## src/hdl/pts_pkg.sv

```systemverilog
// Shared types, constants, microcode program and helpers for the trajectory sampler.
`timescale 1ns / 1ps

package pts_pkg;

	// Table geometry.
	localparam int SEGMENTS = 16;
	localparam int COEFFS   = 8;
	localparam int AXES     = 3;

	localparam int SEG_W     = (SEGMENTS > 1) ? $clog2(SEGMENTS) : 1;
	localparam int CW        = $clog2(COEFFS);
	localparam int WT_MAX    = ((COEFFS - 1) * (COEFFS - 2) > (COEFFS - 1)) ?
		(COEFFS - 1) * (COEFFS - 2) : (COEFFS - 1);
	localparam int WT_W      = $clog2(WT_MAX + 1);
	localparam int AW        = SEG_W + 2 + CW;
	localparam int RAM_DEPTH = 1 << AW;

	// Number formats.
	localparam int C_W    = 48;
	localparam int T_W    = 32;
	localparam int FRAC   = 24;
	localparam int DIG_W  = 24;
	localparam int PROD_W = 96;
	localparam int Q_W    = PROD_W - FRAC;
	localparam int U_W    = 52;
	localparam int ACC_W  = 64;
	localparam int TERM_W = U_W + WT_W + 1;

	localparam logic [C_W-1:0] P_ONE = C_W'(1) << FRAC;
	localparam logic [C_W-1:0] P_CAP = '1;
	localparam logic [50:0]    T_LIM = 51'd1 << 50;

	// Input opcodes.
	localparam logic OP_LOAD = 1'b0;
	localparam logic OP_EVAL = 1'b1;

	// Result kinds; also the power offset of a term (position, velocity, acceleration).
	localparam logic [1:0] KIND_POS = 2'd0;
	localparam logic [1:0] KIND_VEL = 2'd1;
	localparam logic [1:0] KIND_ACC = 2'd2;

	localparam logic [1:0] AX_LAST = 2'(AXES - 1);
	localparam logic [CW-1:0] J_LAST = CW'(COEFFS - 1);

	// Micro-operations.
	localparam logic [1:0] UOP_NOP  = 2'd0;
	localparam logic [1:0] UOP_POW  = 2'd1;
	localparam logic [1:0] UOP_TERM = 2'd2;
	localparam logic [1:0] UOP_DONE = 2'd3;

	// Sequencing conditions.
	localparam logic [1:0] JMP_NEXT  = 2'd0;
	localparam logic [1:0] JMP_JLOOP = 2'd1;
	localparam logic [1:0] JMP_ALOOP = 2'd2;
	localparam logic [1:0] JMP_HOME  = 2'd3;

	localparam int PC_W   = 5;
	localparam int UC_LEN = 18;

	localparam logic [PC_W-1:0] PC_IDLE = 5'd0;
	localparam logic [PC_W-1:0] PC_POW  = 5'd1;
	localparam logic [PC_W-1:0] PC_TERM = 5'd7;
	localparam logic [PC_W-1:0] PC_DONE = 5'd17;

	typedef struct packed {
		logic [1:0]      uop;
		logic [1:0]      dlt;
		logic [1:0]      cond;
		logic [PC_W-1:0] tgt;
	} pts_uword_t;

	// Control word that travels down the arithmetic pipeline with each operation.
	typedef struct packed {
		logic            vld;
		logic            pow;
		logic [1:0]      kind;
		logic [1:0]      axis;
		logic [CW-1:0]   j;
		logic [CW-1:0]   pidx;
		logic [WT_W-1:0] weight;
	} pts_ctl_t;

	typedef struct packed {
		logic                  opcode;
		logic [3:0]            segment;
		logic [1:0]            axis;
		logic [2:0]            power_index;
		logic signed [C_W-1:0] coefficient;
		logic [T_W-1:0]        local_time;
	} pts_cmd_t;

	typedef struct packed {
		logic signed [C_W-1:0] pos_x;
		logic signed [C_W-1:0] pos_y;
		logic signed [C_W-1:0] pos_z;
		logic signed [C_W-1:0] vel_x;
		logic signed [C_W-1:0] vel_y;
		logic signed [C_W-1:0] vel_z;
		logic signed [C_W-1:0] acc_x;
		logic signed [C_W-1:0] acc_y;
		logic signed [C_W-1:0] acc_z;
	} pts_res_t;

	// Derivative weight of coefficient j for a term kind; zero means the term is skipped.
	function automatic logic [WT_W-1:0] pts_weight(input logic [CW-1:0] j, input logic [1:0] d);
		logic [2*CW-1:0] p;
		p = (2*CW)'(j) * (2*CW)'(j - CW'(1));
		case (d)
			KIND_POS: pts_weight = WT_W'(1);
			KIND_VEL: pts_weight = WT_W'(j);
			KIND_ACC: pts_weight = WT_W'(p);
			default:  pts_weight = '0;
		endcase
	endfunction

	// Program: power loop, then per axis three terms per coefficient, then drain and finish.
	localparam pts_uword_t UCODE [UC_LEN] = '{
		'{uop: UOP_NOP,  dlt: KIND_POS, cond: JMP_NEXT,  tgt: PC_IDLE},
		'{uop: UOP_POW,  dlt: KIND_POS, cond: JMP_NEXT,  tgt: PC_IDLE},
		'{uop: UOP_NOP,  dlt: KIND_POS, cond: JMP_NEXT,  tgt: PC_IDLE},
		'{uop: UOP_NOP,  dlt: KIND_POS, cond: JMP_NEXT,  tgt: PC_IDLE},
		'{uop: UOP_NOP,  dlt: KIND_POS, cond: JMP_NEXT,  tgt: PC_IDLE},
		'{uop: UOP_NOP,  dlt: KIND_POS, cond: JMP_NEXT,  tgt: PC_IDLE},
		'{uop: UOP_NOP,  dlt: KIND_POS, cond: JMP_JLOOP, tgt: PC_POW},
		'{uop: UOP_TERM, dlt: KIND_POS, cond: JMP_NEXT,  tgt: PC_IDLE},
		'{uop: UOP_TERM, dlt: KIND_VEL, cond: JMP_NEXT,  tgt: PC_IDLE},
		'{uop: UOP_TERM, dlt: KIND_ACC, cond: JMP_JLOOP, tgt: PC_TERM},
		'{uop: UOP_NOP,  dlt: KIND_POS, cond: JMP_ALOOP, tgt: PC_TERM},
		'{uop: UOP_NOP,  dlt: KIND_POS, cond: JMP_NEXT,  tgt: PC_IDLE},
		'{uop: UOP_NOP,  dlt: KIND_POS, cond: JMP_NEXT,  tgt: PC_IDLE},
		'{uop: UOP_NOP,  dlt: KIND_POS, cond: JMP_NEXT,  tgt: PC_IDLE},
		'{uop: UOP_NOP,  dlt: KIND_POS, cond: JMP_NEXT,  tgt: PC_IDLE},
		'{uop: UOP_NOP,  dlt: KIND_POS, cond: JMP_NEXT,  tgt: PC_IDLE},
		'{uop: UOP_NOP,  dlt: KIND_POS, cond: JMP_NEXT,  tgt: PC_IDLE},
		'{uop: UOP_DONE, dlt: KIND_POS, cond: JMP_HOME,  tgt: PC_IDLE}
	};

endpackage

```

## src/hdl/pts_seq.sv

```systemverilog
// Microcode sequencer: step counter, loop counters and decode of the control word.
`timescale 1ns / 1ps

module pts_seq (
	input  logic              clk,
	input  logic              arst_n,
	input  logic              go_eval,
	input  logic              go_zero,
	output pts_pkg::pts_ctl_t ctl,
	output logic              fin,
	output logic              busy
);
	import pts_pkg::*;

	logic [PC_W-1:0] pc_q;
	logic [CW-1:0]   jc_q;
	logic [1:0]      ax_q;
	pts_uword_t      uw;
	logic [WT_W-1:0] wt;

	assign uw = UCODE[pc_q];
	assign wt = pts_weight(jc_q, uw.dlt);

	// Decode the current control word into one pipeline operation.
	always_comb begin
		ctl.pow    = (uw.uop == UOP_POW);
		ctl.vld    = ctl.pow || ((uw.uop == UOP_TERM) && (wt != '0));
		ctl.kind   = uw.dlt;
		ctl.axis   = ax_q;
		ctl.j      = jc_q;
		ctl.pidx   = ctl.pow ? (jc_q - CW'(1)) : (jc_q - CW'(uw.dlt));
		ctl.weight = wt;
	end

	assign fin  = (uw.uop == UOP_DONE);
	assign busy = (pc_q != PC_IDLE);

	// Step counter with loop counters for coefficient index and axis.
	always_ff @(posedge clk or negedge arst_n) begin
		if (!arst_n) begin
			pc_q <= PC_IDLE;
			jc_q <= '0;
			ax_q <= '0;
		end else if (pc_q == PC_IDLE) begin
			if (go_eval) begin
				pc_q <= PC_POW;
				jc_q <= CW'(1);
				ax_q <= '0;
			end else if (go_zero) begin
				pc_q <= PC_DONE;
			end
		end else begin
			unique case (uw.cond)
				JMP_NEXT: begin
					pc_q <= pc_q + PC_W'(1);
				end
				JMP_JLOOP: begin
					if (jc_q != J_LAST) begin
						jc_q <= jc_q + CW'(1);
						pc_q <= uw.tgt;
					end else begin
						jc_q <= '0;
						pc_q <= pc_q + PC_W'(1);
					end
				end
				JMP_ALOOP: begin
					if (ax_q != AX_LAST) begin
						ax_q <= ax_q + 2'd1;
						pc_q <= uw.tgt;
					end else begin
						pc_q <= pc_q + PC_W'(1);
					end
				end
				JMP_HOME: begin
					pc_q <= PC_IDLE;
				end
				default: begin
					pc_q <= PC_IDLE;
				end
			endcase
		end
	end

endmodule

```

## config.mk

```make
export PLATFORM = sky130hd
export DESIGN_NAME = pts_seq
export DESIGN_NICKNAME = d
export VERILOG_FILES = /design/src/hdl/pts_pkg.sv /design/src/hdl/pts_seq.sv
export SDC_FILE = /design/constraint.sdc
export NUM_CORES = 1
export LEC_CHECK = 0
export BUFFER_PORTS_ARGS = -buffer_cell sky130_fd_sc_hd__buf_2
export CAP_MARGIN = 25
export CORE_MARGIN = 5
export CORE_UTILIZATION = 41
export DETAILED_ROUTE_END_ITERATION = 16
export PLACE_DENSITY = 0.64
export REMOVE_ABC_BUFFERS = 1
export SLEW_MARGIN = 40
export SYNTH_ARGS = -nofsm -noshare
export SYNTH_HDL_FRONTEND = slang
export SYNTH_SLANG_ARGS = --single-unit
```

## constraint.sdc

```tcl
create_clock -name clk -period 6.65 [get_ports clk]
set_input_delay 0.665 -clock clk [delete_from_list [all_inputs] [get_ports clk]]
set_output_delay 0.665 -clock clk [all_outputs]
set_load 0.005 [all_outputs]
```

==> results of run 1 <==
==> sequential cells by signal, summed over array words and instances, names as in the netlist <==
signal and cells:
pc_q 5, ax_q 2, jc_q 3
==> power groups by stage <==
stage	Sequential [mW]	Clock (mW)	Combinational [mW]
floorplan	0.126	0	0.300
global placement	0.135	0	0.412
detailed placement	0.139	0	0.413
global route	0.144	0.0451	0.473
finish	0.138	0.0397	0.416
CTS	0.137	0.0422	0.416
==> stage by stage <==
step | instance area (um2) | utilization | power [mW] | cells | worst slack (ns)
5_1_grt | 1490 | 0.485 | 0.662 | 214 | 1.76
2_1_floorplan | 1300 | - | 0.426 | 144 | 2.71
6_report | 1490 | 0.485 | 0.593 | 214 | 2.01
3_3_place_gp | 1470 | 0.478 | 0.548 | 211 | 2.45
4_1_cts | 1490 | 0.485 | 0.596 | 214 | 2.03
3_5_place_dp | 1470 | 0.478 | 0.552 | 211 | 2.33
==> cell type report <==
cell class	count	share of cell area
Clock buffer	3	0.0151
Inverter	12	0.0302
Multi-Input combinational cell	122	0.673
Sequential cell	10	0.168
Tap cell	44	0.0369
Timing Repair Buffer	23	0.0771
==> critical path: stages (launching register included) <==
cell	delay, ns
dfrtp_1	0.48
inv_1	0.27
ha_1	0.19
inv_1	0.04
ha_1	0.26
nor2_1	0.09
ha_1	0.24
ha_1	0.29
ha_1	0.21
ha_1	0.19
fa_1	0.37
xor2_1	0.19
xnor3_1	0.35
o41ai_1	0.30
a21oi_1	0.12
buf_2	0.14
==> worst paths after layout <==
| check | cells past startpoint | to | slack (ns) | startpoint |
|---|---|---|---|---|
| worst max-delay path | 15 | ctl[17] | 2.01 | jc_q[0] |
| worst min-delay path | 1 | ax_q[1] | 0.26 | arst_n |
| worst max register to register | 6 | pc_q[2] | 4.49 | pc_q[1] |
| worst min register to register | 1 | ax_q[1] | 0.55 | ax_q[1] |
| max in group asynchronous | 1 | pc_q[2] | 6.20 | arst_n |
| min in group clk | 1 | ax_q[1] | 0.55 | ax_q[1] |
==> cell usage after synthesis, types with 2 or more instances <==
cell type   n
a211oi_1    3
a21o_1      2
a21oi_1     5
a22oi_1     2
a31oi_1     6
and2_1      8
buf_2       3
clkbuf_1    3
dfrtp_1    10
fa_1        3
ha_1       22
inv_1      11
nand2_1     8
nand3_1     2
nand3b_1    4
nand4bb_1   2
nor2_1      6
nor2b_1     6
nor3_1      4
nor3b_1     2
nor4_1      2
o21ai_0     7
o21ai_1     2
xnor2_1     2
xor2_1      4
==> logic make-up after synthesis <==
group | share of synthesized area
compound gates | 0.178
mux | 0.0160
fa+ha+maj | 0.253
flops | 0.189
xor+xnor | 0.0566
simple gates | 0.254
buf+inv | 0.0538
==> routing by layer <==
layer,track usage,share of wire,vias to the layer above
li1,-,-,584
met3,0.0152,0.071,2
met1,0.208,0.49,542
met4,0.0557,0.0047,0
met5,0,0,-
met2,0.222,0.43,44
==> results.py, run 1 <==
metrics = {
    "floorplan": {
        "fp.dieW_um": 66.9,
        "fp.dieArea_mm2": 0.00447,
        "num_rows": 20,
        "initial_utilization": 0.431,
        "core_region_area_mm2": 0.00308,
        "die_h_um": 66.9,
        "boundaryPins": 24,
    },
    "global_route": {
        "antenna_found_initial": 0,
        "grt_pass1_vias": 1140,
        "grt_max_degree": 15,
        "grt_use_total": 0.145,
        "overflow": 0,
        "grt_pass1_wl_mm": 5.18,
    },
    "finish": {
        "antenna_cells": 0,
        "drive_above_1_share": 0.188,
        "syn2layout_area_growth_pct": 12.5,
        "multi_input_area_mm2": 0.00100,
        "seq_area_um2": 250,
        "final_cell_mix": "buf_2, ha_1, inv_1",
        "fillerInstances": 308,
        "mostFrequentLayoutCell": "buf_2",
        "finalNetCount": 201,
    },
    "outcome": {
        "status": "finished clean",
    },
    "drt": {
        "viasPerCell": 5.48,
        "wl_per_cell_um": 14.1,
        "via_count": 1172,
        "final_antenna_net_count": 0,
        "dr.pass1.iters": 4,
        "first_iter_violations": 95,
        "drc": 0,
        "routed_wirelength_mm": 3.01,
    },
    "cts": {
        "clk_latency_ns": 0.26,
        "postCtsHoldBufs": 0,
        "clkTransAtPathRegs_ns": 0.06,
        "cts.sinks": 10,
        "cts-root-buf": "clkbuf_4",
        "htreeDepth": 1,
        "cts_buffer_depth": 2,
        "post-cts-setup-buffers": 0,
        "cts_tree": "built",
        "cts_buffers": 3,
        "post_cts_resized": 0,
    },
    "sta": {
        "rsz0062_at_grt": "no",
        "worst_hold_slack_ns": 0.257,
        "max_freq_mhz": 216,
        "finalHoldViolCount": 0,
        "slew_violations": 0,
        "maxSlewHeadroom": 0.595,
        "setup_viol": 0,
        "finalSetupTns_ns": 0,
        "worstMarginPinSlew_ns": 0.607,
        "min_period_ns": 4.64,
        "fin_crit_sh": 0.697,
        "finalClockSkew_ns": 0.00247,
    },
    "pwr": {
        "max-vdd-ir-drop_mv": 0.181,
        "switching_power_mw": 0.297,
        "p_seq_frac": 0.232,
        "netSwitchingFraction": 0.501,
        "leakage_nw": 0.746,
        "p_int_mw": 0.296,
        "power_density_mw_per_mm2": 397,
        "p_clk_frac": 0.067,
        "pwr-share-comb": 0.701,
    },
    "synth": {
        "async_flop_share": 1.00,
        "yosys-top-cells-area": "ha_1, dfrtp_1, fa_1",
        "netlist_area_mm2": 0.00133,
        "synth_seq_area_share": 0.189,
        "synth-seq-cells": 10,
        "synth_top_area_share": 0.208,
        "synth_edf_count": 0,
        "synth_area_per_cell_um2": 8.84,
        "ys_warn_count": 0,
        "ys_types": 46,
        "synth_cells": 150,
        "synth_top_area_cell": "ha_1",
        "synth_top_flop_cell": "dfrtp_1",
    },
    "job": {
        "cap_violations": 0,
    },
    "critical_path": {
        "timing_worst_setup_path_type": "reg -> out",
        "cp.arrival_ns": 3.97,
        "worst_setup_path_start_kind": "flip-flop",
        "cp_max_fo": 9,
        "worstPathRequired_ns": 5.98,
        "crit_path_end_kind": "primary output",
    },
    "placement": {
        "place.port_buffers": 23,
        "gp_congestion": 0.892,
        "dpl.hpwl_mm": 2.42,
    },
    "worst_hold_path": {
        "hp-class": "in -> async",
    },
}
Power figures use the tool's default switching activity.
==> run 2: changes to the inputs <==
--- a/config.mk
+++ b/config.mk
@@ -10,7 +10,7 @@
 export CORE_MARGIN = 5
 export CORE_UTILIZATION = 41
 export DETAILED_ROUTE_END_ITERATION = 16
-export PLACE_DENSITY = 0.64
+export PLACE_DENSITY = 0.66
 export REMOVE_ABC_BUFFERS = 1
 export SLEW_MARGIN = 40
 export SYNTH_ARGS = -nofsm -noshare
==> constraint.sdc (replaced) <==
create_clock -name clk -period 3.9 [get_ports clk]
set_input_delay 0.39 -clock clk [delete_from_list [all_inputs] [get_ports clk]]
set_output_delay 0.39 -clock clk [all_outputs]
set_load 0.005 [all_outputs]
==> results.py, run 2 (synthesis results as in run 1) <==
metrics = {
    "job": {
        "cap_violations": 0,
    },
    "sta": {
        "slew_violations": 0,
        "finalHoldViolCount": 0,
        "fin_crit_sh": 0.976,
        "finalClockSkew_ns": 0.00919,
        "worstMarginPinSlew_ns": 0.610,
        "fin_ws_ns": 0.0946,
        "max_freq_mhz": 263,
        "maxSlewHeadroom": 0.593,
        "setup_viol": 0,
        "finalSetupTns_ns": 0,
        "worst_hold_slack_ns": 0.365,
        "min_period_ns": 3.81,
    },
    "global_route": {
        "antenna_found_initial": 0,
        "grt_max_degree": 15,
        "overflow": 0,
        "grt_use_total": 0.155,
        "grt_pass1_vias": 1179,
        "grt_pass1_wl_mm": 5.42,
    },
    "finish": {
        "finish.utilization": 0.547,
        "largest_reg_flops": 5,
        "fillerInstances": 291,
        "drive_above_1_share": 0.307,
        "stdcell_area_mm2": 0.00168,
        "finalNetCount": 209,
        "mostFrequentLayoutCell": "buf_2",
        "regMostFlops": "pc_q",
        "top_regs": "pc_q x5, jc_q x3, ax_q x2",
        "syn2layout_area_growth_pct": 26.9,
        "final_cell_mix": "buf_2, ha_1, dfrtp_1",
        "multi_input_area_mm2": 0.00111,
        "finalNonFillerCells": 223,
        "seq_area_um2": 251,
        "antenna_cells": 0,
    },
    "placement": {
        "place.port_buffers": 23,
        "placedCellCount": 215,
        "dpl.hpwl_mm": 2.52,
        "dp_slack_ns": 0.156,
        "gp_congestion": 0.861,
        "dpl-instance-area_mm2": 0.00150,
    },
    "floorplan": {
        "core_region_area_mm2": 0.00308,
        "boundaryPins": 24,
        "num_rows": 20,
        "die_h_um": 66.9,
        "fp.dieArea_mm2": 0.00447,
        "initial_utilization": 0.431,
        "fp.dieW_um": 66.9,
    },
    "pwr": {
        "switching_power_mw": 0.591,
        "leakage_nw": 0.790,
        "pwr-share-comb": 0.744,
        "finalPower_mw": 1.23,
        "p_clk_frac": 0.079,
        "max-vdd-ir-drop_mv": 0.376,
        "p_seq_frac": 0.177,
        "power_density_mw_per_mm2": 733,
        "p_int_mw": 0.642,
        "netSwitchingFraction": 0.480,
    },
    "critical_path": {
        "cp_max_fo": 8,
        "worstPathRequired_ns": 3.51,
        "slowest_stage": "dfrtp_1",
        "crit_family": "adder cells",
        "worst_setup_path_start_kind": "flip-flop",
        "crit_path_end_kind": "primary output",
        "cpPeakStageDelay_ns": 0.39,
        "crit_chain": "buf_4 > buf_4 > nor3_1 > ha_1 > ha_1 > ha_4 > fa_2 > xor2_1 > xnor3_1 > o41ai_2 > a21oi_1 > buf_2",
        "cp.buffers_inverters": 3,
        "cp.arrival_ns": 3.42,
        "timing_worst_setup_path_type": "reg -> out",
    },
    "worst_hold_path": {
        "hp-class": "in -> reg",
    },
    "cts": {
        "htreeDepth": 1,
        "cts-root-buf": "clkbuf_4",
        "cts_tree": "built",
        "cts_buffer_depth": 2,
        "clk_latency_ns": 0.27,
        "cts_buffers": 3,
        "cts.sinks": 10,
        "clkTransAtPathRegs_ns": 0.08,
    },
    "drt": {
        "wl_met2_mm": 1.59,
        "viasPerCell": 5.47,
        "topRoutingLayerUsed": "met4",
        "drc": 0,
        "route.layer.met1.wl_mm": 1.50,
        "met3_length_um": 208,
        "dr.pass1.iters": 4,
        "final_antenna_net_count": 0,
        "routed_wirelength_mm": 3.32,
        "via_count": 1219,
        "first_iter_violations": 75,
        "wl_per_cell_um": 14.9,
    },
    "outcome": {
        "status": "finished clean",
    },
}
==> run 2: changes by cell type in the layout (fill, tap and decap cells not counted), moves of 2 or more <==
cell / delta
buf_4: +7
ha_1: -7
ha_4: +7
inv_1: -3
inv_2: +2
==> run 2: final timing paths <==
kind	startpoint	endpoint	slack (ns)	cells past startpoint
worst max-delay path	jc_q[0]	ctl[17]	0.09	12
min in group asynchronous	arst_n	ax_q[0]	0.50	2
max in group asynchronous	arst_n	jc_q[2]	3.17	2
worst min register to register	ax_q[1]	ax_q[1]	0.53	1
worst min-delay path	go_zero	pc_q[4]	0.36	3
worst max register to register	pc_q[1]	pc_q[1]	1.68	6
==> run 2: timing repair <==
item | 4_1_cts | 5_1_grt
hold endpoints to repair | 10 | 0
resized for setup | 1 | 19
hold buffers | 1 | 0
endpoints found under the setup margin | 1 | 2
pin swaps | 2 | 11
buffers inserted | 0 | 3
==> run 2: power groups by stage <==
stage | registers [mW] | logic (mW) | clock network, mW
4_1_cts | 0.213 | 0.772 | 0.0987
6_report | 0.218 | 0.918 | 0.0973
3_3_place_gp | 0.215 | 0.745 | 0
2_1_floorplan | 0.215 | 0.511 | 0
5_1_grt | 0.228 | 1.03 | 0.106
3_5_place_dp | 0.216 | 0.758 | 0
==> run 2: worst min-delay path, stage by stage <==
cell and delay (ns):
buf_2 0.10, nand2_1 0.05, o21ai_1 0.06
==> run 2: per-layer routing <==
layer / vias up / track usage
met2: 39 / 0.262
met1: 574 / 0.212
met5: - / 0
met4: 0 / 0.0228
met3: 2 / 0.0236
li1: 604 / -
==> run 2: final cells by class <==
class                      instances  share of cell area
sequential                        10               0.149
clock buffer                       4              0.0216
inverter                          12              0.0283
tap                               44              0.0327
multi-input combinational        122               0.662
timing repair buffer              31               0.106
==> run 3: changes to the inputs <==
--- a/config.mk
+++ b/config.mk
@@ -5,12 +5,13 @@
 export SDC_FILE = /design/constraint.sdc
 export NUM_CORES = 1
 export LEC_CHECK = 0
+export ABC_CLOCK_PERIOD_IN_PS = 3900
 export BUFFER_PORTS_ARGS = -buffer_cell sky130_fd_sc_hd__buf_2
 export CAP_MARGIN = 25
 export CORE_MARGIN = 5
 export CORE_UTILIZATION = 41
 export DETAILED_ROUTE_END_ITERATION = 16
-export PLACE_DENSITY = 0.66
+export PLACE_DENSITY = 0.73
 export REMOVE_ABC_BUFFERS = 1
 export SLEW_MARGIN = 40
 export SYNTH_ARGS = -nofsm -noshare
==> results.py, run 3 (synthesis results as in run 1) <==
metrics = {
    "outcome": {
        "status": "finished clean",
    },
    "cts": {
        "post-cts-setup-buffers": 0,
        "cts_tree": "built",
        "cts_buffer_depth": 2,
        "cts_buffers": 3,
        "clk_latency_ns": 0.26,
        "clkTransAtPathRegs_ns": 0.06,
        "cts.sinks": 10,
        "htreeDepth": 1,
        "cts-root-buf": "clkbuf_4",
    },
    "placement": {
        "dpl.hpwl_mm": 2.54,
        "place.port_buffers": 23,
        "gp_congestion": 0.852,
    },
    "finish": {
        "final_cell_mix": "buf_2, ha_1, dfrtp_1",
        "regMostFlops": "pc_q",
        "largest_reg_flops": 5,
        "syn2layout_area_growth_pct": 20.9,
        "drive_above_1_share": 0.274,
        "finalNetCount": 206,
        "mostFrequentLayoutCell": "buf_2",
        "top_regs": "pc_q x5, jc_q x3, ax_q x2",
        "antenna_cells": 0,
    },
    "global_route": {
        "grt_max_degree": 15,
        "antenna_found_initial": 0,
        "grt_pass1_vias": 1168,
        "grt_use_total": 0.155,
        "overflow": 0,
        "grt_pass1_wl_mm": 5.35,
    },
    "sta": {
        "finalClockSkew_ns": 0.00716,
        "slew_violations": 0,
        "worst_hold_slack_ns": 0.393,
        "setup_viol": 0,
        "maxSlewHeadroom": 0.602,
        "min_period_ns": 3.77,
        "worstMarginPinSlew_ns": 0.596,
        "finalHoldViolCount": 0,
        "finalSetupTns_ns": 0,
        "rsz0062_at_grt": "no",
        "fin_crit_sh": 0.967,
        "max_freq_mhz": 265,
    },
    "drt": {
        "final_antenna_net_count": 0,
        "routed_wirelength_mm": 3.23,
        "dr.pass1.iters": 4,
        "drc": 0,
        "via_count": 1218,
        "viasPerCell": 5.56,
        "wl_per_cell_um": 14.8,
        "first_iter_violations": 70,
    },
    "critical_path": {
        "timing_worst_setup_path_type": "reg -> out",
        "worstPathRequired_ns": 3.51,
        "worst_setup_path_start_kind": "flip-flop",
        "crit_path_end_kind": "primary output",
        "cp_max_fo": 2,
        "cp.arrival_ns": 3.38,
    },
    "floorplan": {
        "num_rows": 20,
        "boundaryPins": 24,
        "die_h_um": 66.9,
        "core_region_area_mm2": 0.00308,
        "fp.dieArea_mm2": 0.00447,
        "initial_utilization": 0.431,
        "fp.dieW_um": 66.9,
    },
    "job": {
        "cap_violations": 0,
    },
    "pwr": {
        "leakage_nw": 0.770,
        "finalPower_mw": 1.13,
        "power_density_mw_per_mm2": 703,
        "max-vdd-ir-drop_mv": 0.356,
    },
    "worst_hold_path": {
        "hp-class": "in -> reg",
    },
}
[run 3: cell count changes in the layout (fill, tap and decap cells not counted), sizes merged]
cell / delta
clkbuf: -1
buf: -3
[run 3: path summary, 6_finish.rpt]
kind                         start      end  slack, ns  depth (start not counted)
min reg2reg                ax_q[1]  ax_q[1]       0.54                          1
max reg2reg                pc_q[1]  pc_q[1]       1.70                          6
max in group asynchronous   arst_n  jc_q[2]       3.16                          2
max                        jc_q[0]  ctl[17]       0.13                         15
min                        go_zero  pc_q[4]       0.39                          3
min in group asynchronous   arst_n  pc_q[4]       0.52                          2
[run 3: stage by stage]
stage          utilization  setup WS [ns]  instance area, um2  std cells
6_report             0.521          0.130                1600        219
5_1_grt              0.521         0.0152                1600        219
4_1_cts              0.498         0.0182                1530        219
3_5_place_dp         0.487          0.185                1500        215
3_3_place_gp         0.487          0.305                1500        215
2_1_floorplan            -          0.239                1300        144
[run 3: routing by layer]
| metal | vias up | wire length (um) | global-route usage | share of wire |
|---|---|---|---|---|
| met1 | 575 | 1480 | 0.210 | 0.46 |
| met2 | 43 | 1560 | 0.255 | 0.48 |
| met4 | 0 | 19 | 0.0354 | 0.0059 |
| met5 | - | 0 | 0 | 0 |
| met3 | 4 | 173 | 0.0270 | 0.054 |
| li1 | 596 | - | - | - |
[run 3: layout make-up]
type	count	area [um2]
fill	290	1470
multi-input combinational	122	1070
sequential	10	251
timing repair buffer	28	155
tap	44	55.1
inverter	12	45.0
clock buffer	3	22.5
[run 3: power breakdown]
group	internal, mW	switching (mW)	total [mW]
combinational	0.391	0.452	0.843
sequential	0.143	0.0732	0.217
clock	0.0355	0.0325	0.0680
total	0.570	0.558	1.13
[run 3: repair_timing]
item	in CTS	in global routing
endpoints found under the hold margin	10	0
resized for setup	0	15
gates cloned	0	0
endpoints found under the setup margin	1	1
hold buffers	1	0
pin swaps	2	11
[run 3: worst max-delay path, stage by stage (launching register included)]
cell and delay (ns):
dfrtp_1 0.39, inv_2 0.08, ha_4 0.12, inv_2 0.04
ha_4 0.24, nor2_4 0.12, ha_4 0.21, ha_1 0.30
ha_2 0.19, ha_4 0.16, fa_2 0.36, xor2_1 0.15
xnor3_1 0.26, o41ai_2 0.27, a21oi_1 0.10, buf_2 0.14
